--- src/i2c_slave_command_deframer_defines.svh ---
// assertion macros for the two-wire slave command deframer
// no dependencies; included by the top level only
`ifndef I2C_SLAVE_COMMAND_DEFRAMER_DEFINES_SVH
`define I2C_SLAVE_COMMAND_DEFRAMER_DEFINES_SVH

// same-cycle implication, checked outside reset
`define ISCD_ASSERT_IMPL(label, clk, rstn, ante, cons) \
    label: assert property (@(posedge clk) disable iff (!rstn) (ante) |-> (cons)) \
        else $error("deframer assertion failed");

// next-cycle implication, checked outside reset
`define ISCD_ASSERT_NEXT(label, clk, rstn, ante, cons) \
    label: assert property (@(posedge clk) disable iff (!rstn) (ante) |=> (cons)) \
        else $error("deframer assertion failed");

`endif

--- src/iscd_pkg.sv ---
// shared types and constants for the two-wire slave command deframer
// no dependencies
`timescale 1ns / 1ps

package iscd_pkg;

    // frame geometry
    localparam int FRAME_LEN = 6;
    localparam int SHORT_LEN = 2;
    localparam int OUT_BYTES = 6;
    localparam int PAD_LEN   = (FRAME_LEN > OUT_BYTES) ? FRAME_LEN : OUT_BYTES;
    localparam int COUNT_W   = $clog2(FRAME_LEN + 1);
    localparam int IDX_W     = $clog2(FRAME_LEN);

    typedef logic [7:0] byte_t;

    // bus event status codes, low three bits masked off
    localparam byte_t STATUS_MASK = 8'hF8;
    localparam byte_t ST_OWN_W    = 8'h60;
    localparam byte_t ST_OWN_W_AL = 8'h68;
    localparam byte_t ST_DATA     = 8'h80;
    localparam byte_t ST_DATA_NAK = 8'h88;
    localparam byte_t ST_GC_DATA  = 8'h90;
    localparam byte_t ST_GC_NAK   = 8'h98;
    localparam byte_t ST_STOP     = 8'hA0;

    // keypress frame fixed parameters
    localparam byte_t KEY_PAR   = 8'd128;
    localparam byte_t KEY_EXTRA = 8'd2;

    // register reset values
    localparam byte_t KEYPRESS_RESET = 8'd255;
    localparam byte_t LOGO_RESET     = 8'd74;

    localparam int CFG_IDX_W = 1;

    typedef enum logic [CFG_IDX_W-1:0] {
        CFG_KEYPRESS_CODE,
        CFG_LOGO_KEY
    } cfg_idx_t;

    typedef enum logic [1:0] {
        KIND_LED,
        KIND_KEY,
        KIND_LOGO,
        KIND_DILUTE
    } kind_t;

    typedef struct packed {
        byte_t keypress_code;
        byte_t logo_key;
    } cfg_t;

    typedef struct packed {
        byte_t status_code;
        byte_t data_byte;
    } event_t;

    typedef struct packed {
        logic  receiving;
        logic  frame_done;
        kind_t frame_kind;
        byte_t command;
        byte_t target;
        byte_t red;
        byte_t green;
        byte_t blue;
        byte_t extra;
    } result_t;

endpackage

--- src/iscd_frame.sv ---
// frame state and command decode for one bus event per cycle while step is high
// depends on iscd_pkg
`timescale 1ns / 1ps

module iscd_frame
    import iscd_pkg::*;
(
    input  logic    aclk,
    input  logic    aresetn,
    input  logic    step,
    input  event_t  ev,
    input  cfg_t    cfg,
    output result_t res
);

    logic               accepting_reg, accepting_next;
    logic [COUNT_W-1:0] count_reg, count_next, count_inc, frame_len;
    byte_t              bytes_reg [FRAME_LEN];
    byte_t              bytes_view [FRAME_LEN];
    byte_t              padded [PAD_LEN];
    byte_t              stat;
    logic               is_own, is_data, is_gc, is_stop;
    logic               store, short_frame, done;

    // status decode
    always_comb begin
        stat    = ev.status_code & STATUS_MASK;
        is_own  = 1'b0;
        is_data = 1'b0;
        is_gc   = 1'b0;
        is_stop = 1'b0;
        case (stat)
            ST_OWN_W, ST_OWN_W_AL: begin
                is_own = 1'b1;
            end
            ST_DATA, ST_DATA_NAK: begin
                is_data = 1'b1;
            end
            ST_GC_DATA, ST_GC_NAK: begin
                is_data = 1'b1;
                is_gc   = 1'b1;
            end
            ST_STOP: begin
                is_stop = 1'b1;
            end
            default: begin
                is_own = 1'b0;
            end
        endcase
    end

    // frame bytes as they stand after this event
    always_comb begin
        store = is_data && accepting_reg;
        for (int i = 0; i < FRAME_LEN; i++) begin
            bytes_view[i] = (store && count_reg == COUNT_W'(i)) ? ev.data_byte : bytes_reg[i];
        end
        for (int i = 0; i < PAD_LEN; i++) begin
            padded[i] = '0;
        end
        for (int i = 0; i < FRAME_LEN; i++) begin
            padded[i] = bytes_view[i];
        end
    end

    // length check against the current keypress code
    always_comb begin
        count_inc   = count_reg + 1'b1;
        short_frame = (bytes_view[0] == cfg.keypress_code);
        frame_len   = short_frame ? COUNT_W'(SHORT_LEN) : COUNT_W'(FRAME_LEN);
        done        = store && (count_inc >= frame_len);
    end

    // next state
    always_comb begin
        accepting_next = accepting_reg;
        count_next     = count_reg;
        if (is_own) begin
            accepting_next = 1'b1;
            count_next     = '0;
        end else if (store) begin
            count_next = done ? '0 : count_inc;
        end
        if (done || is_gc || is_stop) begin
            accepting_next = 1'b0;
        end
    end

    // result word
    always_comb begin
        res            = '0;
        res.receiving  = accepting_next;
        res.frame_done = done;
        if (done) begin
            res.command = padded[0];
            res.target  = padded[1];
            if (short_frame) begin
                res.frame_kind = (padded[1] == cfg.logo_key) ? KIND_LOGO : KIND_DILUTE;
                res.red        = KEY_PAR;
                res.green      = KEY_PAR;
                res.blue       = KEY_PAR;
                res.extra      = KEY_EXTRA;
            end else begin
                res.frame_kind = padded[0][7] ? KIND_KEY : KIND_LED;
                res.red        = padded[2];
                res.green      = padded[3];
                res.blue       = padded[4];
                res.extra      = padded[5];
            end
        end
    end

    // state registers
    always_ff @(posedge aclk) begin
        if (!aresetn) begin
            accepting_reg <= 1'b0;
            count_reg     <= '0;
            for (int i = 0; i < FRAME_LEN; i++) begin
                bytes_reg[i] <= '0;
            end
        end else if (step) begin
            accepting_reg <= accepting_next;
            count_reg     <= count_next;
            if (store) begin
                bytes_reg[count_reg[IDX_W-1:0]] <= ev.data_byte;
            end
        end
    end

endmodule

--- src/i2c_slave_command_deframer.sv ---
// two-wire slave command deframer: each word is held in the input register, then in the output register
// throughput one word per cycle while m_tready does not stall the output; one result word per input word
// input register, decode against frame state, output register; stalls propagate back
// aresetn (synchronous) clears the frame state, valid flags and config to reset values
// depends on iscd_pkg, iscd_frame and the defines header
`timescale 1ns / 1ps
`include "i2c_slave_command_deframer_defines.svh"

module i2c_slave_command_deframer
    import iscd_pkg::*;
(
    input  logic                 aclk,
    input  logic                 aresetn,
    // status_code [7:0], data_byte [15:8]
    input  logic [15:0]          s_tdata,
    input  logic                 s_tvalid,
    output logic                 s_tready,
    // receiving [0], command [8:1], target [16:9], red [24:17], green [32:25],
    // blue [40:33], extra [48:41], zero fill [55:49]
    output logic [55:0]          m_tdata,
    // frame_kind [1:0]
    output logic [1:0]           m_tuser,
    output logic                 m_tlast,
    output logic                 m_tvalid,
    input  logic                 m_tready,
    input  logic                 cfg_valid,
    output logic                 cfg_ready,
    input  logic [CFG_IDX_W-1:0] cfg_index,
    input  logic [7:0]           cfg_data
);

    cfg_t    cfg_reg;
    logic    in_valid_reg, out_valid_reg;
    event_t  in_data_reg;
    result_t res, res_reg;
    logic    advance, proc;

    // configuration writes
    assign cfg_ready = 1'b1;

    always_ff @(posedge aclk) begin
        if (!aresetn) begin
            cfg_reg.keypress_code <= KEYPRESS_RESET;
            cfg_reg.logo_key      <= LOGO_RESET;
        end else if (cfg_valid && cfg_ready) begin
            case (cfg_idx_t'(cfg_index))
                CFG_KEYPRESS_CODE: cfg_reg.keypress_code <= cfg_data;
                CFG_LOGO_KEY:      cfg_reg.logo_key      <= cfg_data;
                default:           cfg_reg               <= cfg_reg;
            endcase
        end
    end

    // handshake between the two register stages
    assign advance  = !out_valid_reg || m_tready;
    assign proc     = in_valid_reg && advance;
    assign s_tready = !in_valid_reg || advance;

    // input register
    always_ff @(posedge aclk) begin
        if (!aresetn) begin
            in_valid_reg <= 1'b0;
        end else if (s_tready) begin
            in_valid_reg <= s_tvalid;
        end
    end

    always_ff @(posedge aclk) begin
        if (s_tvalid && s_tready) begin
            in_data_reg.status_code <= s_tdata[7:0];
            in_data_reg.data_byte   <= s_tdata[15:8];
        end
    end

    // frame state and decode
    iscd_frame u_frame (
        .aclk    (aclk),
        .aresetn (aresetn),
        .step    (proc),
        .ev      (in_data_reg),
        .cfg     (cfg_reg),
        .res     (res)
    );

    // output register
    always_ff @(posedge aclk) begin
        if (!aresetn) begin
            out_valid_reg <= 1'b0;
        end else if (advance) begin
            out_valid_reg <= in_valid_reg;
        end
    end

    always_ff @(posedge aclk) begin
        if (proc) begin
            res_reg <= res;
        end
    end

    // output word packing
    assign m_tvalid = out_valid_reg;
    assign m_tlast  = res_reg.frame_done;
    assign m_tuser  = res_reg.frame_kind;
    assign m_tdata  = {7'b0, res_reg.extra, res_reg.blue, res_reg.green, res_reg.red,
                       res_reg.target, res_reg.command, res_reg.receiving};

    // checks
    `ISCD_ASSERT_NEXT(a_in_to_stage, aclk, aresetn, s_tvalid && s_tready, in_valid_reg)
    `ISCD_ASSERT_NEXT(a_stage_to_out, aclk, aresetn, in_valid_reg && advance, m_tvalid)
    `ISCD_ASSERT_IMPL(a_stall_full, aclk, aresetn, !s_tready, in_valid_reg && m_tvalid && !m_tready)
    `ISCD_ASSERT_IMPL(a_done_idle, aclk, aresetn, m_tvalid && m_tlast, !m_tdata[0])

endmodule

--- config.mk ---
export PLATFORM = sky130hd
export DESIGN_NAME = i2c_slave_command_deframer
export DESIGN_NICKNAME = d
export VERILOG_FILES = /design/src/iscd_pkg.sv /design/src/iscd_frame.sv /design/src/i2c_slave_command_deframer.sv
export VERILOG_INCLUDE_DIRS = /design/src /design/src/src
export SDC_FILE = /design/constraint.sdc
export NUM_CORES = 1
export LEC_CHECK = 0
export BUFFER_PORTS_ARGS = -buffer_cell sky130_fd_sc_hd__clkbuf_2
export CAP_MARGIN = 0
export CELL_PAD_IN_SITES_DETAIL_PLACEMENT = 0
export CELL_PAD_IN_SITES_GLOBAL_PLACEMENT = 2
export CORE_MARGIN = 3
export CORE_UTILIZATION = 40
export DETAILED_ROUTE_END_ITERATION = 6
export PLACE_DENSITY = 0.9
export SLEW_MARGIN = 40
export SYNTH_ARGS = -nofsm -noshare
export SYNTH_HDL_FRONTEND = slang
export SYNTH_SLANG_ARGS = --single-unit
--- constraint.sdc ---
create_clock -name aclk -period 11.44 [get_ports aclk]
set_input_delay 1.716 -clock aclk [delete_from_list [all_inputs] [get_ports aclk]]
set_output_delay 1.716 -clock aclk [all_outputs]
set_load 0.1 [all_outputs]
==> impl_metrics.py, run 1 <==
metrics = {
    "yosys": {
        "yosysTopAreaCellShare_pct": 56.5,
        "yosysSeqAreaShare_pct": 63.9,
        "synthArstFlopShare_pct": 0,
        "ys.warnings.count": 0,
        "avgSynthCellArea_um2": 11.5,
        "yosys_most_used_dff": "edfxtp_1",
        "yosysTopAreaCell": "edfxtp_1",
        "ys_types": 46,
        "netlist_instances": 520,
        "synthTopCellsByArea": "edfxtp_1 (57%), dfxtp_1 (7.3%), mux2i_1 (5.5%)",
        "synth_edf_count": 113,
        "synth_area_um2": 6000,
        "ys_seq_elements": 135,
    },
    "sta": {
        "fin_setup_tns_ns": 0,
        "min_period_over_period_pct": 38.2,
        "skew_ns": 0.0102,
        "whs_ns": 0.469,
        "setup_viol": 0,
        "max_freq_mhz": 229,
        "period_needed_ns": 4.37,
        "drv_slew": 0,
        "worst_slew_pin_slew_ns": 0.887,
        "finalHoldViolations": 0,
        "setup_ws_ns": 7.07,
        "max_slew_margin_pct": 40.7,
        "rsz0062_at_grt": "no",
    },
    "clock_network": {
        "cts_inserted_buffers": 17,
        "cts_tree": "yes",
        "root_buffer": "clkbuf_16",
        "cts.htree.levels": 4,
        "cts_hold_buffers": 0,
        "cts-resized-gates": 0,
        "clkSinkCount": 135,
        "worstSkewPairLatency_ns": 0.42,
        "cts_buffer_depth": 2,
        "postCtsSetupBuffers": 0,
        "clk_pin_slew_ns": 0.06,
    },
    "route": {
        "vias": 4092,
        "via_per_inst": 5.16,
        "drc": 0,
        "drtAntennaViolNets": 0,
        "wl_um": 13900,
        "drt_iter0_markers": 389,
        "routedWlPerCell_um": 17.6,
        "drt_pass1_iterations": 5,
    },
    "die": {
        "dieArea_um2": 16500,
        "die_width_um": 128,
        "ios": 92,
        "start_util_pct": 41.1,
        "dieHeight_um": 128,
        "rows": 44,
        "coreArea_um2": 14600,
    },
    "cells_and_area": {
        "nets": 633,
        "area_growth_pct": 18.2,
        "utilization_pct": 48.6,
        "layout-drive-gt1-share_pct": 19.7,
        "antennaDiodeCount": 0,
        "fillers": 1304,
        "largest_reg_flops": 49,
        "fin_cells": 793,
        "multi_input_comb_area_um2": 1950,
        "ff_latch_area_um2": 3830,
    },
    "power": {
        "combinationalPowerShare_pct": 8.5,
        "p_seq_share_pct": 46.8,
        "p_int_uw": 909,
        "p_leak_nw": 2.75,
        "swShare_pct": 25.0,
        "clock_power_share_pct": 44.6,
        "p_sw_uw": 303,
        "power_density_nw_per_um2": 171,
        "ir_worst_vdd_mv": 0.0901,
    },
    "run_status": {
        "outcome": "finished, final reports clean",
    },
    "setup_path": {
        "crit_fanout": 5,
        "crit_path_end_kind": "primary output",
        "path_class": "primary input to primary output",
        "worstPathArrival_ns": 2.66,
        "cp.required_ns": 9.72,
        "start_kind": "primary input",
    },
    "global_routing": {
        "grt-ovfl-total": 0,
        "grt_max_degree": 55,
        "grt_pass1_wl_um": 21500,
        "antenna_found_initial": 0,
        "grt_util_all_layers_pct": 17.5,
        "grt_pass1_vias": 3792,
    },
    "place": {
        "dp_hpwl_um": 9380,
        "place_worst_setup_slack_ns": 7.05,
        "io_buffer_count": 80,
        "dpl.cell_count": 761,
        "gp_congestion": 0.832,
    },
    "job": {
        "drv_cap": 0,
    },
    "worst_hold_path": {
        "hold_path.class": "register to register",
    },
}
[metrics by stage]
stage | total power, mW | instance area, µm²
2_1_floorplan | 0.660 | 6020
3_3_place_gp | 0.679 | 6500
3_5_place_dp | 0.681 | 6510
4_1_cts | 1.22 | 7090
5_1_grt | 1.25 | 7090
6_report | 1.21 | 7090
[worst paths after layout]
| check | cells after the start | endpoint | slack, ns | startpoint |
|---|---|---|---|---|
| max | 4 | s_tready | 7.07 | m_tready |
| min | 2 | cfg_reg[7]$_SDFFE_PN0P_ | 0.47 | cfg_reg[7]$_SDFFE_PN0P_ |
| max reg2reg | 13 | m_tdata[28]$_SDFFCE_PP0P_ | 7.38 | u_frame.count_reg[1]$_SDFFE_PN0P_ |
| min reg2reg | 2 | cfg_reg[7]$_SDFFE_PN0P_ | 0.47 | cfg_reg[7]$_SDFFE_PN0P_ |
[kinds of logic (layout without fill, tap and decap cells)]
kind of cell	Yosys count	count (layout)	share of synthesized area, %
simple gates	217	217	16.3
flops	135	135	63.9
compound gates	58	58	6.17
buf+inv	52	135	4.25
mux	33	33	5.50
xor+xnor	16	16	2.34
fa+ha+maj	7	7	1.46
other cells	2	8	0.125
[layout make-up]
cell class / instances / share of cell area (%)
clock buffer: 17 / 6.00
clock inverter: 15 / 2.26
inverter: 20 / 1.06
multi-input combinational: 339 / 27.4
sequential: 135 / 54.0
tap: 184 / 3.25
timing repair buffer: 83 / 5.96
[power by group through the flow]
stage / sequential (mW) / combinational (mW) / clock (mW)
after floorplan: 0.616 / 0.0433 / 0
after global placement: 0.576 / 0.103 / 0
after detailed placement: 0.577 / 0.104 / 0
after CTS: 0.567 / 0.104 / 0.548
after global routing: 0.569 / 0.109 / 0.573
final: 0.567 / 0.104 / 0.541
[layout by cell type, fill, tap and decap left out, drive strengths merged, types with 3 or more instances in the layout]
cell and n:
a21boi 4, a21oi 32, a31oi 3, buf 3, bufinv 3, clkbuf 97, clkinv 11, clkinvlp 3
conb 8, dfxtp 22, edfxtp 113, ha 7, inv 18, mux2i 33, nand2 74, nand3 30
nor2 86, nor2b 5, nor3 6, nor4 4, o2111ai 5, o21ai 4, xnor2 16
[critical path, cell delays in order]
cell and delay (ns):
clkbuf_2 0.08, nor2b_1 0.35, nand2_1 0.13, clkbuf_2 0.39
[cells in the mapped netlist (2+ instances only)]
cell type / count
nor2b_1: 5
buf_6: 3
mux2i_1: 33
conb_1: 2
nor3_1: 6
buf_1: 2
inv_1: 17
a21oi_1: 32
a31oi_1: 3
buf_4: 9
nand4bb_1: 2
nor4_1: 4
nand3_1: 30
nand2b_1: 2
a21boi_0: 4
dfxtp_1: 22
and2_1: 2
nand2_1: 71
o2111ai_1: 4
clkbuf_1: 15
buf_2: 3
clkinv_1: 3
edfxtp_1: 113
xnor2_1: 16
nand4_2: 2
nor2_1: 85
ha_1: 7
and3_1: 2
o21ai_0: 3
a21o_1: 2
[layer usage]
layer	GRT usage (%)	up-vias	routed length, µm
met1	24.9	1952	6380
met3	5.02	19	927
li1	-	1970	-
met5	0	-	0
met2	25.5	151	6390
met4	6.49	0	257
Note: power is estimated with default switching activity, not from simulation.
==> inputs of run 2 (changes only) <==
--- a/config.mk
+++ b/config.mk
@@ -11,9 +11,9 @@
 export CELL_PAD_IN_SITES_DETAIL_PLACEMENT = 0
 export CELL_PAD_IN_SITES_GLOBAL_PLACEMENT = 2
 export CORE_MARGIN = 3
-export CORE_UTILIZATION = 40
+export CORE_UTILIZATION = 37
 export DETAILED_ROUTE_END_ITERATION = 6
-export PLACE_DENSITY = 0.9
+export PLACE_DENSITY = 0.85
 export SLEW_MARGIN = 40
 export SYNTH_ARGS = -nofsm -noshare
 export SYNTH_HDL_FRONTEND = slang
==> constraint.sdc (replaced) <==
create_clock -name aclk -period 4.1 [get_ports aclk]
set_input_delay 0.615 -clock aclk [delete_from_list [all_inputs] [get_ports aclk]]
set_output_delay 0.615 -clock aclk [all_outputs]
set_load 0.1 [all_outputs]
==> impl_metrics.py, run 2 (synthesis results as in run 1) <==
metrics = {
    "run_status": {
        "outcome": "finished with violations",
        "violations": "design-rule violations",
    },
    "sta": {
        "worst_slew_pin_slew_ns": 0.747,
        "drv_slew": 0,
        "max_slew_margin_pct": 50.0,
        "setup_viol": 0,
        "skew_ns": 0.0152,
        "finalHoldViolations": 0,
        "rsz0062_at_grt": "no",
        "period_needed_ns": 3.72,
        "min_period_over_period_pct": 90.7,
        "max_freq_mhz": 269,
        "fin_setup_tns_ns": 0,
    },
    "clock_network": {
        "cts.htree.levels": 4,
        "cts-resized-gates": 0,
        "clkSinkCount": 135,
        "clk_pin_slew_ns": 0.06,
        "cts_tree": "yes",
        "cts_inserted_buffers": 17,
        "postCtsSetupBuffers": 0,
        "cts_buffer_depth": 2,
        "cts_hold_buffers": 0,
        "worstSkewPairLatency_ns": 0.43,
        "root_buffer": "clkbuf_16",
    },
    "power": {
        "clock_power_share_pct": 45.5,
        "swShare_pct": 24.9,
        "p_seq_share_pct": 45.5,
        "power_density_nw_per_um2": 477,
        "ir_worst_vdd_mv": 0.252,
        "p_leak_nw": 2.82,
        "p_sw_uw": 859,
        "combinationalPowerShare_pct": 8.9,
        "p_int_mw": 2.59,
    },
    "die": {
        "die_width_um": 133,
        "ios": 92,
        "dieArea_um2": 17800,
        "dieHeight_um": 133,
        "coreArea_um2": 15500,
        "rows": 45,
        "start_util_pct": 38.6,
    },
    "setup_path": {
        "start_kind": "register",
        "crit_path_end_kind": "register",
        "worstPathArrival_ns": 3.88,
        "path_class": "register to register",
        "cp.required_ns": 4.26,
        "crit_fanout": 28,
    },
    "place": {
        "io_buffer_count": 80,
        "dp_hpwl_um": 9960,
        "dpl.cell_count": 798,
        "gp_congestion": 0.932,
    },
    "global_routing": {
        "antenna_found_initial": 0,
        "grt_max_degree": 55,
        "grt-ovfl-total": 0,
        "grt_pass1_vias": 4076,
        "grt_pass1_wl_um": 22400,
        "grt_util_all_layers_pct": 16.6,
    },
    "worst_hold_path": {
        "hold_path.class": "primary input to register",
    },
    "cells_and_area": {
        "fin_cells": 830,
        "largest_reg_flops": 49,
        "fillers": 1471,
        "nets": 643,
        "final_cell_mix": "edfxtp_1 (113), nor2_1 (85), clkbuf_2 (80)",
        "area_growth_pct": 20.4,
        "antennaDiodeCount": 0,
        "layout_commonest_cell": "edfxtp_1",
        "layout-drive-gt1-share_pct": 21.2,
    },
    "route": {
        "drc": 1,
        "wl_um": 14500,
        "routedWlPerCell_um": 17.4,
        "drtAntennaViolNets": 0,
        "via_per_inst": 4.99,
        "drt_pass1_iterations": 7,
        "drt_iter0_markers": 354,
        "vias": 4145,
    },
    "job": {
        "drv_cap": 0,
    },
}
## run 2: cell count changes in the layout (fill, tap and decap cells not counted), sizes merged
| cell | change |
|---|---|
| clkbuf | +5 |
| buf | +10 |
| clkinvlp | -1 |
| clkinv | -5 |
| inv | +1 |
## run 2: worst paths after layout
check                                                       start                        end  slack [ns]  depth (start not counted)
worst max-delay path            u_frame.count_reg[1]$_SDFFE_PN0P_  m_tdata[34]$_SDFFCE_PP0P_        0.38                         13
worst min-delay path                                  s_tdata[15]   in_data_reg[7]$_DFFE_PP_        0.36                          1
worst max register to register  u_frame.count_reg[1]$_SDFFE_PN0P_  m_tdata[34]$_SDFFCE_PP0P_        0.38                         13
worst min register to register            cfg_reg[4]$_SDFFE_PN0P_    cfg_reg[4]$_SDFFE_PN0P_        0.47                          2
## run 2: metal layers
| metal | vias up | track usage [%] | wire [µm] |
|---|---|---|---|
| li1 | 1989 | - | - |
| met1 | 1975 | 21.6 | 6450 |
| met2 | 152 | 25.5 | 6780 |
| met3 | 29 | 4.46 | 878 |
| met4 | 0 | 8.57 | 365 |
| met5 | - | 0 | 0 |
## run 2: cell type report
class / count / area (µm²) / share of cell area [%]
Sequential cell: 135 / 3830 / 53.1
Multi-Input combinational cell: 339 / 1940 / 26.9
Clock inverter: 10 / 145 / 2.01
Clock buffer: 22 / 464 / 6.43
Timing Repair Buffer: 93 / 498 / 6.89
Tap cell: 211 / 264 / 3.65
Inverter: 20 / 75.1 / 1.04
## run 2: metrics by stage
step           utilization (%)  worst slack [ns]  cell area [µm²]  hold WS [ns]  total power, mW
4_1_cts                   46.5             0.144             7220         0.344             3.48
3_3_place_gp              42.6             0.283             6610         0.465             1.90
6_report                  46.5             0.383             7220         0.363             3.45
2_1_floorplan                -             0.262             6030         0.444             1.84
5_1_grt                   46.5             0.181             7220         0.347             3.55
3_5_place_dp              42.6             0.163             6610         0.469             1.91
## run 2: critical path, stage by stage, from the launching register on
cell	delay, ns
dfxtp_1	0.39
inv_1	0.20
ha_1	0.21
nor2b_2	0.47
nand2_8	0.14
mux2i_1	0.20
o2111ai_4	0.47
inv_1	0.10
ha_1	0.29
o21a_1	0.14
o21ai_1	0.30
inv_1	0.15
nand2_4	0.27
nor2_1	0.11
## run 2: power groups by stage
| stage | sequential, mW | combinational (mW) | clock, mW |
|---|---|---|---|
| finish | 1.57 | 0.308 | 1.57 |
| global placement | 1.60 | 0.307 | 0 |
| floorplan | 1.72 | 0.121 | 0 |
| detailed placement | 1.60 | 0.310 | 0 |
| CTS | 1.57 | 0.311 | 1.60 |
| global route | 1.57 | 0.324 | 1.66 |
